==> src/hdl/pcb_pkg.sv <==
// Shared types and codes of the pretrigger capture buffer.
package pcb_pkg;

	// Request opcodes
	localparam logic [1:0] OP_SAMPLE  = 2'd0;
	localparam logic [1:0] OP_ARM     = 2'd1;
	localparam logic [1:0] OP_READ    = 2'd2;
	localparam logic [1:0] OP_RELEASE = 2'd3;

	// Capture phases
	localparam logic [1:0] PH_IDLE = 2'd0;
	localparam logic [1:0] PH_WAIT = 2'd1;
	localparam logic [1:0] PH_REC  = 2'd2;
	localparam logic [1:0] PH_DONE = 2'd3;

	// Trigger modes
	localparam logic [1:0] TM_AUTO    = 2'd0;
	localparam logic [1:0] TM_RISING  = 2'd1;
	localparam logic [1:0] TM_FALLING = 2'd2;
	localparam logic [1:0] TM_FLAG    = 2'd3;

	// Configuration register indexes
	localparam logic [1:0] CFG_TRIGGER_LEVEL    = 2'd0;
	localparam logic [1:0] CFG_TRIGGER_MODE     = 2'd1;
	localparam logic [1:0] CFG_CONTINUOUS_MODE  = 2'd2;
	localparam logic [1:0] CFG_PRETRIGGER_COUNT = 2'd3;

	// Command queue between front and back
	localparam int QUEUE_DEPTH = 4;
	localparam int QPTR_W      = 2;
	localparam int QCNT_W      = 3;

	typedef struct packed {
		logic       wr;
		logic       rd;
		logic [1:0] chan;
		logic [1:0] phase;
	} cmd_ctrl_t;

endpackage

==> src/hdl/pcb_queue.sv <==
// Short command queue between the front and the back part.
module pcb_queue
	import pcb_pkg::*;
#(
	parameter int WIDTH = 8
) (
	input  logic             clk,
	input  logic             arst_n,
	input  logic             push,
	input  logic [WIDTH-1:0] push_data,
	output logic             full,
	input  logic             pop,
	output logic [WIDTH-1:0] pop_data,
	output logic             empty
);

	logic [WIDTH-1:0]  slot_q [QUEUE_DEPTH];
	logic [QPTR_W-1:0] wptr_q, rptr_q;
	logic [QCNT_W-1:0] cnt_q;

	assign full     = (cnt_q == QCNT_W'(QUEUE_DEPTH));
	assign empty    = (cnt_q == '0);
	assign pop_data = slot_q[rptr_q];

	always_ff @(posedge clk) begin
		if (push)
			slot_q[wptr_q] <= push_data;
	end

	always_ff @(posedge clk or negedge arst_n) begin
		if (!arst_n) begin
			wptr_q <= '0;
			rptr_q <= '0;
			cnt_q  <= '0;
		end else begin
			if (push)
				wptr_q <= wptr_q + 1'b1;
			if (pop)
				rptr_q <= rptr_q + 1'b1;
			case ({push, pop})
				2'b10:   cnt_q <= cnt_q + 1'b1;
				2'b01:   cnt_q <= cnt_q - 1'b1;
				default: cnt_q <= cnt_q;
			endcase
		end
	end

	a_no_overflow: assert property (@(posedge clk) disable iff (!arst_n)
		!(push && full)) else $error("push into a full command queue");

	a_no_underflow: assert property (@(posedge clk) disable iff (!arst_n)
		!(pop && empty)) else $error("pop from an empty command queue");

	a_count_bound: assert property (@(posedge clk) disable iff (!arst_n)
		cnt_q <= QCNT_W'(QUEUE_DEPTH)) else $error("queue count out of range");

endmodule

==> config.mk <==
export PLATFORM = sky130hd
export DESIGN_NAME = pcb_queue
export DESIGN_NICKNAME = d
export VERILOG_FILES = /design/src/hdl/pcb_pkg.sv /design/src/hdl/pcb_queue.sv
export SDC_FILE = /design/constraint.sdc
export NUM_CORES = 1
export LEC_CHECK = 0
export ABC_CLOCK_PERIOD_IN_PS = 2800
export BUFFER_PORTS_ARGS = -buffer_cell sky130_fd_sc_hd__buf_2
export CORE_UTILIZATION = 55
export DETAILED_ROUTE_END_ITERATION = 7
export PLACE_DENSITY = 0.84
export SLEW_MARGIN = 20
export SYNTH_ARGS = -nofsm -noshare
export SYNTH_HDL_FRONTEND = slang
export SYNTH_SLANG_ARGS = --single-unit
==> constraint.sdc <==
create_clock -name clk -period 2.8 [get_ports clk]
set_clock_uncertainty 0.15 [all_clocks]
set_input_delay 0.42 -clock clk [delete_from_list [all_inputs] [get_ports clk]]
set_output_delay 0.42 -clock clk [all_outputs]
set_load 0.01 [all_outputs]
==> flow_metrics.py <==
metrics = {
    "status": {
        "status": "finished, final reports clean",
    },
    "worst_setup_path": {
        "crit_slowest_cell": "dfrtp_1",
        "r2r-end": "cnt_q[2]",
        "rr_startpoint": "cnt_q[0]",
        "crit_buf_inv": 1,
        "critPathTopFamily": "flip-flops",
        "path_cells": "mux4_2 -> buf_2",
        "reg2reg_slack_ns": 1.24,
        "cp_max_fo": 10,
        "setup.worst_path.start_class": "register",
        "cp.arrival_ns": 1.80,
        "required_ns": 2.23,
        "cp-end-kind": "output pin",
        "cpPeakStageDelay_ns": 0.72,
        "r2r_cells": 5,
        "crit_type": "register to output pin",
    },
    "logic_synthesis": {
        "yosysMostFrequentCell": "edfxtp_1",
        "syn_inst": 79,
        "ys.flop_type": "edfxtp_1",
        "synth_seq_area_share_pct": 73.2,
        "async_flop_share_pct": 17.9,
        "synth_edf_count": 32,
        "ys_top_cells_by_area": "edfxtp_1, mux4_2, dfrtp_1, ha_1, xor2_1",
        "synth_cell_types": 16,
        "yosysWarnings": 0,
        "syn-cell-area_sq_um": 1550,
        "post_synth.cell_area_avg_sq_um": 19.6,
        "synth_top_area_cell": "edfxtp_1",
        "synth-seq-cells": 39,
        "synth_fp_nets": 97,
        "synth_top_area_share_pct": 61.9,
        "synthTopCellsByCount": "edfxtp_1, mux4_2, dfrtp_1",
    },
    "die": {
        "core_sq_um": 2570,
        "io_pins": 22,
        "num_rows": 18,
        "initial_core_util_pct": 60.4,
        "die_w_um": 55.1,
        "die_area_sq_um": 3040,
        "die-height_um": 55.1,
    },
    "global_routing": {
        "grt_max_degree": 12,
        "grt_pass1_vias": 743,
        "grt_overflow": 0,
        "grt_pass1_wl_um": 3360,
        "gr-usage-all-layers_pct": 18.4,
        "antenna_found_initial": 0,
    },
    "cells_and_area": {
        "drive_gt1_share_pct": 32.7,
        "area_delta_synth_final_pct": 12.6,
        "nNetsFinal": 124,
        "antenna_cells": 0,
        "fillers": 197,
    },
    "sta": {
        "final-setup-viol-count": 0,
        "period_share_pct": 84.5,
        "drv_slew": 0,
        "worst_pin_slew_ns": 0.575,
        "hold_viol": 0,
        "timing.slew.headroom_pct": 61.7,
        "fmax_mhz": 423,
        "min_period_ns": 2.37,
        "rsz0062_at_grt": "false",
        "finalSetupTns_ns": 0,
    },
    "placed_design": {
        "place.gp.congestion": 0.700,
        "place_hpwl_um": 1600,
        "io_buffer_count": 21,
    },
    "pwr": {
        "total_power_uw": 1650,
        "p_leak_uw": 0.000674,
        "irDropWorstVdd_mv": 0.560,
        "power-per-cell-area_nw_per_um2": 942,
    },
    "clock_tree": {
        "cts_num_sinks": 39,
        "cts_made_buffers": 5,
        "clkTransAtPathRegs_ns": 0.10,
        "post_cts_buffers": 0,
        "htree_num_levels": 2,
        "postCtsHoldBufs": 1,
        "clk_latency_ns": 0.34,
        "clock_path_buffers": 2,
        "cts_tree": "yes",
        "root_buffer": "clkbuf_4",
        "post_cts_resized": 0,
    },
    "detailed_routing": {
        "wl_per_cell_um": 16.4,
        "routed_wl_um": 2240,
        "viasPerCell": 5.45,
        "ant_nets": 0,
        "first_iter_violations": 6,
        "drc": 0,
        "dr.pass1.iters": 2,
        "vias": 747,
    },
    "worst_hold_path": {
        "whs_endpoint": "rptr_q[0]",
        "hp-class": "input pin to register",
        "whs_path_depth": 2,
        "hold_start": "pop",
    },
    "job": {
        "drv_cap": 0,
    },
}
[worst register-to-register path, cell delays in order, from the launching register on]
cell and delay [ns]:
dfrtp_1 0.41, inv_1 0.09, fa_1 0.44, xor2_1 0.15, nor2_1 0.11, xor2_1 0.15
[cell type report]
type | count | area [sq um] | share of cell area, %
multi-input cells | 32 | 377 | 21.6
well taps | 30 | 37.5 | 2.15
flip-flops and latches | 39 | 1140 | 65.0
repair buffers | 22 | 115 | 6.59
inverters | 6 | 22.5 | 1.29
clock inverters | 1 | 3.75 | 0.215
clock buffers | 7 | 55.1 | 3.15
[per-layer routing]
| metal | vias up | part of all wire (%) | global-route usage (%) |
|---|---|---|---|
| li1 | 349 | - | - |
| met1 | 373 | 39 | 18.5 |
| met2 | 17 | 54 | 31.5 |
| met3 | 8 | 3.6 | 5.74 |
| met4 | 0 | 2.8 | 13.8 |
| met5 | - | 0 | 0 |
[worst max-delay path by stage]
stage	startpoint	endpoint	slack, ns	cells past startpoint
5_1_grt	rptr_q[0]	pop_data[3]	0.30	2
3_3_place_gp	rptr_q[0]	pop_data[2]	0.78	2
4_1_cts	rptr_q[0]	pop_data[7]	0.39	2
2_1_floorplan	push	cnt_q[2]	1.16	7
3_5_place_dp	rptr_q[0]	pop_data[7]	0.78	2
6_report	rptr_q[0]	pop_data[7]	0.43	2
[sequential cells by signal, summed over array words and instances (netlist names)]
name and count:
cnt_q 3, slot_q 32, rptr_q 2, wptr_q 2
[layout by cell type (no fill, tap or decap), drive strengths merged]
cell type	n
fa	1
clkinv	1
buf	21
mux4	8
clkbuf	7
and2	4
and3	1
ha	5
xnor2	2
dfrtp	7
nor2	1
nand2	3
o21ai	2
nor3	1
edfxtp	32
inv	6
dlygate4sd3	1
xor2	4
[power by group]
group          internal [uW]  switching [uW]
sequential               776             118
combinational            250             215
clock                    120             167
total                   1150             500
[kinds of logic (layout without fill, tap and decap cells)]
family | Yosys count | count (layout) | synth area share (%)
flops | 39 | 39 | 73.2
simple gates | 10 | 10 | 3.31
mux | 8 | 8 | 11.6
buf+inv | 8 | 36 | 2.50
fa+ha+maj | 6 | 6 | 5.32
xor+xnor | 6 | 6 | 3.39
compound gates | 2 | 2 | 0.645
[stage by stage]
stage | area (sq um) | instances | setup WS, ns | utilization [%] | hold slack (ns)
final | 1750 | 137 | 0.433 | 68.0 | 0.133
after global routing | 1750 | 137 | 0.301 | 68.0 | 0.116
after CTS | 1750 | 137 | 0.386 | 68.0 | 0.110
after detailed placement | 1680 | 128 | 0.783 | 65.4 | 0.115
after global placement | 1680 | 128 | 0.780 | 65.4 | 0.111
after floorplan | 1550 | 79 | 1.16 | - | -0.0256
Note: power is estimated with default switching activity, not from simulation.
