**src/hdl/pcb_pkg.sv**
```systemverilog
// Shared types and codes of the pretrigger capture buffer.
package pcb_pkg;

	// Request opcodes
	localparam logic [1:0] OP_SAMPLE  = 2'd0;
	localparam logic [1:0] OP_ARM     = 2'd1;
	localparam logic [1:0] OP_READ    = 2'd2;
	localparam logic [1:0] OP_RELEASE = 2'd3;

	// Capture phases
	localparam logic [1:0] PH_IDLE = 2'd0;
	localparam logic [1:0] PH_WAIT = 2'd1;
	localparam logic [1:0] PH_REC  = 2'd2;
	localparam logic [1:0] PH_DONE = 2'd3;

	// Trigger modes
	localparam logic [1:0] TM_AUTO    = 2'd0;
	localparam logic [1:0] TM_RISING  = 2'd1;
	localparam logic [1:0] TM_FALLING = 2'd2;
	localparam logic [1:0] TM_FLAG    = 2'd3;

	// Configuration register indexes
	localparam logic [1:0] CFG_TRIGGER_LEVEL    = 2'd0;
	localparam logic [1:0] CFG_TRIGGER_MODE     = 2'd1;
	localparam logic [1:0] CFG_CONTINUOUS_MODE  = 2'd2;
	localparam logic [1:0] CFG_PRETRIGGER_COUNT = 2'd3;

	// Command queue between front and back
	localparam int QUEUE_DEPTH = 4;
	localparam int QPTR_W      = 2;
	localparam int QCNT_W      = 3;

	typedef struct packed {
		logic       wr;
		logic       rd;
		logic [1:0] chan;
		logic [1:0] phase;
	} cmd_ctrl_t;

endpackage

```
**src/hdl/pcb_front.sv**
```systemverilog
// Front part: takes requests, keeps the capture control state and issues memory commands.
module pcb_front
	import pcb_pkg::*;
#(
	parameter int DEPTH       = 256,
	parameter int CHANNELS    = 4,
	parameter int SAMPLE_BITS = 16,
	parameter int AW          = 8
) (
	input  logic                            clk,
	input  logic                            arst_n,
	input  logic                            cfg_write,
	input  logic [1:0]                      cfg_index,
	input  logic [15:0]                     cfg_data,
	input  logic                            in_valid,
	output logic                            in_stall,
	input  logic [1:0]                      opcode,
	input  logic signed [15:0]              sample_ch0,
	input  logic signed [15:0]              sample_ch1,
	input  logic signed [15:0]              sample_ch2,
	input  logic signed [15:0]              sample_ch3,
	input  logic signed [15:0]              trigger_value,
	input  logic                            error_flag,
	input  logic [7:0]                      read_position,
	input  logic [1:0]                      read_channel,
	input  logic                            q_full,
	output logic                            push,
	output cmd_ctrl_t                       push_ctrl,
	output logic [AW-1:0]                   push_addr,
	output logic [CHANNELS*SAMPLE_BITS-1:0] push_data
);

	localparam int SW = ((AW > 8) ? AW : 8) + 2;

	// Reduces an 8-bit value modulo DEPTH by restoring subtraction, eight steps.
	function automatic logic [7:0] mod_depth(input logic [7:0] v);
		logic [31:0] r;
		r = {24'd0, v};
		for (int j = 7; j >= 0; j--) begin
			if (r >= (32'(DEPTH) << j))
				r = r - (32'(DEPTH) << j);
		end
		return r[7:0];
	endfunction

	logic signed [15:0] level_q;
	logic [1:0]         mode_q;
	logic               cont_q;
	logic [7:0]         pre_q;

	logic [1:0]         phase_q, phase_n;
	logic [AW-1:0]      wp_q, wp_n;
	logic [AW-1:0]      end_q, end_n;
	logic signed [15:0] prev_q, prev_n;

	logic               accept;
	logic               fire;
	logic [SW-1:0]      wp_x, pre_x, end_x, rsum;
	logic [AW-1:0]      wp_inc;
	logic signed [15:0] samp [4];
	logic signed [31:0] ext [4];

	assign accept   = in_valid && !in_stall;
	assign in_stall = q_full;

	assign samp[0] = sample_ch0;
	assign samp[1] = sample_ch1;
	assign samp[2] = sample_ch2;
	assign samp[3] = sample_ch3;

	always_comb begin
		for (int c = 0; c < 4; c++)
			ext[c] = 32'(samp[c]);
		for (int c = 0; c < CHANNELS; c++)
			push_data[c*SAMPLE_BITS +: SAMPLE_BITS] = ext[c][SAMPLE_BITS-1:0];
	end

	// End position while waiting: write position minus pretrigger, wrapped.
	always_comb begin
		wp_x  = SW'(wp_q);
		pre_x = SW'(pre_q);
		if (wp_x >= pre_x)
			end_x = wp_x - pre_x;
		else
			end_x = wp_x + SW'(DEPTH) - pre_x;
	end

	// Read address: end position + 1 + ordered index, wrapped.
	always_comb begin
		rsum = SW'(end_q) + SW'(1) + SW'(mod_depth(read_position));
		if (rsum >= SW'(DEPTH))
			rsum = rsum - SW'(DEPTH);
	end

	assign wp_inc = (wp_q == AW'(DEPTH - 1)) ? '0 : wp_q + 1'b1;

	always_comb begin
		unique case (mode_q)
			TM_AUTO:    fire = 1'b1;
			TM_RISING:  fire = (level_q < trigger_value) && (level_q > prev_q);
			TM_FALLING: fire = (level_q > trigger_value) && (level_q < prev_q);
			TM_FLAG:    fire = error_flag;
			default:    fire = 1'b0;
		endcase
	end

	always_comb begin
		phase_n = phase_q;
		wp_n    = wp_q;
		end_n   = end_q;
		prev_n  = prev_q;
		unique case (opcode)
			OP_SAMPLE: begin
				if (phase_q == PH_REC && end_q == wp_q)
					phase_n = PH_DONE;
				if (phase_q == PH_WAIT) begin
					if (fire)
						phase_n = PH_REC;
					prev_n = trigger_value;
					end_n  = end_x[AW-1:0];
				end
				if (phase_n != PH_DONE)
					wp_n = wp_inc;
			end
			OP_ARM: begin
				if (phase_q == PH_IDLE)
					phase_n = PH_WAIT;
			end
			OP_RELEASE: begin
				if (phase_q == PH_DONE)
					phase_n = cont_q ? PH_WAIT : PH_IDLE;
			end
			default: ;
		endcase
	end

	assign push           = accept;
	assign push_ctrl.wr   = (opcode == OP_SAMPLE);
	assign push_ctrl.rd   = (opcode == OP_READ);
	assign push_ctrl.chan = read_channel;
	assign push_ctrl.phase = phase_n;
	assign push_addr      = (opcode == OP_READ) ? rsum[AW-1:0] : wp_q;

	always_ff @(posedge clk or negedge arst_n) begin
		if (!arst_n) begin
			level_q <= '0;
			mode_q  <= TM_RISING;
			cont_q  <= 1'b0;
			pre_q   <= mod_depth(8'd128);
		end else if (cfg_write) begin
			unique case (cfg_index)
				CFG_TRIGGER_LEVEL:    level_q <= cfg_data;
				CFG_TRIGGER_MODE:     mode_q  <= cfg_data[1:0];
				CFG_CONTINUOUS_MODE:  cont_q  <= cfg_data[0];
				CFG_PRETRIGGER_COUNT: pre_q   <= mod_depth(cfg_data[7:0]);
				default: ;
			endcase
		end
	end

	always_ff @(posedge clk or negedge arst_n) begin
		if (!arst_n) begin
			phase_q <= PH_IDLE;
			wp_q    <= '0;
			end_q   <= '0;
			prev_q  <= '0;
		end else if (accept) begin
			phase_q <= phase_n;
			wp_q    <= wp_n;
			end_q   <= end_n;
			prev_q  <= prev_n;
		end
	end

	a_wp_range: assert property (@(posedge clk) disable iff (!arst_n)
		32'(wp_q) < DEPTH) else $error("write position out of range");

	a_end_range: assert property (@(posedge clk) disable iff (!arst_n)
		32'(end_q) < DEPTH) else $error("end position out of range");

	a_done_holds_wp: assert property (@(posedge clk) disable iff (!arst_n)
		(phase_q == PH_DONE && accept) |=> $stable(wp_q))
		else $error("write position moved after capture finished");

endmodule

```
**config.mk**
```make
export PLATFORM = sky130hd
export DESIGN_NAME = pcb_front
export DESIGN_NICKNAME = d
export VERILOG_FILES = /design/src/hdl/pcb_pkg.sv /design/src/hdl/pcb_front.sv
export SDC_FILE = /design/constraint.sdc
export NUM_CORES = 1
export LEC_CHECK = 0
export ABC_AREA = 1
export BUFFER_PORTS_ARGS = -buffer_cell sky130_fd_sc_hd__buf_2
export CAP_MARGIN = 20
export CORE_MARGIN = 2
export CORE_UTILIZATION = 45
export CTS_BUF_LIST = sky130_fd_sc_hd__clkbuf_4 sky130_fd_sc_hd__clkbuf_8
export DETAILED_ROUTE_END_ITERATION = 7
export PLACE_DENSITY = 0.76
export SLEW_MARGIN = 40
export SYNTH_ARGS = -nofsm -noshare
export SYNTH_HDL_FRONTEND = slang
export SYNTH_SLANG_ARGS = --single-unit
```
**constraint.sdc**
```tcl
create_clock -name clk -period 3.8 [get_ports clk]
set_input_delay 0.38 -clock clk [delete_from_list [all_inputs] [get_ports clk]]
set_output_delay 0.38 -clock clk [all_outputs]
set_load 0.05 [all_outputs]
```
==> impl_metrics.toml <==
[route]
drt_iter0_markers = 177
detail_route.drc_violations = 0
post_drt_wl_per_cell_um = 12.6
route.met2.wl_mm = 4.42
dr_wl_met3_um = 592
wirelength_mm = 9.24
routedLengthMet1_mm = 3.90
drt-vias-per-instance = 4.98
vias = 3648
drtAntennaViolNets = 0
firstDrtPassIters = 6
routed.top_layer = "met4"

[sta]
post-route-period-util_pct = 78.7
fin_tns_setup_ns = 0
slew_violations = 0
skew_ns = 0.0121
rsz0062_at_grt = "no"
fin_crit_ns = 2.99
worst_pin_slew_ns = 0.798
setup_viol = 0
whs_ns = 0.0423
finalHoldViolations = 0
fmax_mhz = 334
relSlewSlack_pct = 46.7

[grt]
grt_pass1_wl_mm = 16.2
grt_pass1_vias = 3783
grt_usage_pct = 17.7
grt.overflow.total = 0
antenna_found_initial = 0
grt_max_degree = 37

[logic_synthesis]
synth_seq_area_share_pct = 33.1
synthArstFlopShare_pct = 100
synth_common_cells = "nand2_1 (130), inv_1 (89), buf_4 (67)"
synthMostInstantiatedCell = "nand2_1"
ys_seq_elements = 61
ys_types = 41
syn-instance-count = 593
synth_area_per_cell_um2 = 7.79
yosysTopAreaCell = "dfrtp_1"
synth-warning-count = 0
synthFlopType = "dfrtp_1"
synth_area_leaders = "dfrtp_1 (32%), ha_1 (13%), buf_4 (11%), nand2_1 (11%), inv_1 (7.2%)"
syn_area_um2 = 4620
synth_edf_count = 0
synth_nets = 758
synth_top_area_share_pct = 32.0

[clock_network]
clkSinkCount = 61
numCtsBuffers = 9
cts_tree = "yes"
insertion_delay_ns = 0.35
ctsLongestPathBuffers = 2
postCtsHoldBufs = 0
htreeDepth = 3
clk_pin_slew_ns = 0.07
root_buffer = "clkbuf_8"
post_cts.repair.setup_buffers = 0
cts_resized = 0

[cells_and_area]
fin_nets = 758
multi_input_area_um2 = 2200
postLayoutCoreUtil_pct = 48.7
seqCellArea_um2 = 1530
drive_above_1_share_pct = 17.7
areaGrowthSynthToFinish_pct = 4.12
fillers = 948

[place]
post-dp-hpwl_mm = 7.38
gp_congestion = 0.834
portBuffers = 63

[floorplan]
num_rows = 36
die_w_um = 105
fp.coreArea_um2 = 9860
floorplan.die_area_um2 = 11100
dieHeight_um = 105
ios = 196
initial_utilization_pct = 46.8

[setup_path]
rr_worst_depth = 15
cp_max_fo = 3
startpoint = "level_q[11]"
start_kind = "flop"
endpoint = "push_ctrl[1]"
worstSetupEndpointType = "output port"
rr_endpoint = "phase_q[0]"
rrSetupSlack_ns = 1.64
criticalPathCategory = "reg2out"
cp_data_required_time_ns = 3.42
timing.rr.start = "level_q[11]"
crit_arrival_ns = 2.61

[worst_hold_path]
hold_path.class = "in2async"

[power_and_ir_drop]
p_per_area_nw_per_um2 = 624
p_leak_nw = 2.60
peakVddDrop_v = 0.000254

[run]
maxCapViolations = 0

[outcome]
status = "completed"
==> layout make-up <==
class	count	share of cell area, %
multi-input cells	362	45.8
inverters	94	7.34
clock inverters	7	2.08
repair buffers	65	6.87
well taps	133	3.46
clock buffers	9	2.58
diodes	1	0.0521
flip-flops and latches	61	31.8
==> report_power, final <==
group | switching, mW | total [mW] | internal [mW]
registers | 0.175 | 1.02 | 0.842
logic | 0.825 | 1.34 | 0.511
clock network | 0.274 | 0.646 | 0.372
==> stage by stage <==
step                cell area [um2]  worst slack (ns)  total power, mW  instances
floorplan                      4620             0.531             2.22        593
global placement               4580              1.17             2.29        715
detailed placement             4580              1.07             2.37        715
CTS                            4800             0.813             3.03        731
global route                   4800             0.563             3.28        731
finish                         4810             0.808             3.00        732
==> layer usage <==
layer	vias to the layer above	global-route usage [%]
met5	-	0
met4	0	9.14
met3	51	4.27
met2	105	30.3
met1	1670	20.5
li1	1822	-
==> registers in the layout (all words and copies together), names as in the netlist <==
signal	cells
level_q	16
prev_q	16
end_q	8
pre_q	8
wp_q	8
mode_q	2
phase_q	2
cont_q	1
==> worst min-delay path by stage <==
stage                 endpoint  slack, ns  cells past startpoint
finish               mode_q[1]       0.04                      1
global route         mode_q[1]       0.08                      1
CTS                  mode_q[1]       0.05                      1
detailed placement  prev_q[12]       0.42                      1
global placement    prev_q[12]       0.41                      1
floorplan               cont_q       0.08                      0
==> cells in the final DEF (no fill, tap or decap), types with 8 or more instances in the layout <==
cell,Yosys,routed
nand2_1,130,130
dfrtp_1,59,59
a21oi_1,21,21
inv_1,89,89
buf_2,1,63
mux2_2,8,8
nand3_1,18,17
nor2_1,28,28
o21ai_0,53,53
clkbuf_8,0,9
ha_1,47,47
xor2_1,12,12
==> cells by family after synthesis <==
group	Yosys count	share of synthesized area [%]
fa+ha+maj	49	13.6
xor+xnor	16	3.04
flops	61	33.1
simple gates	196	18.0
compound gates	93	11.0
mux	8	1.95
buf+inv	170	19.3
==> critical path, stage by stage (launching register included) <==
cell	delay, ns
dfrtp_1	0.41
ha_1	0.34
a21oi_1	0.16
o21ai_0	0.12
a21oi_1	0.20
nand2_1	0.07
nand2_1	0.05
nand2_1	0.06
o21bai_1	0.15
nand2_1	0.06
nand2_1	0.12
nand3_1	0.11
a21boi_1	0.14
buf_2	0.27
Note: power is estimated with default switching activity, not from simulation.
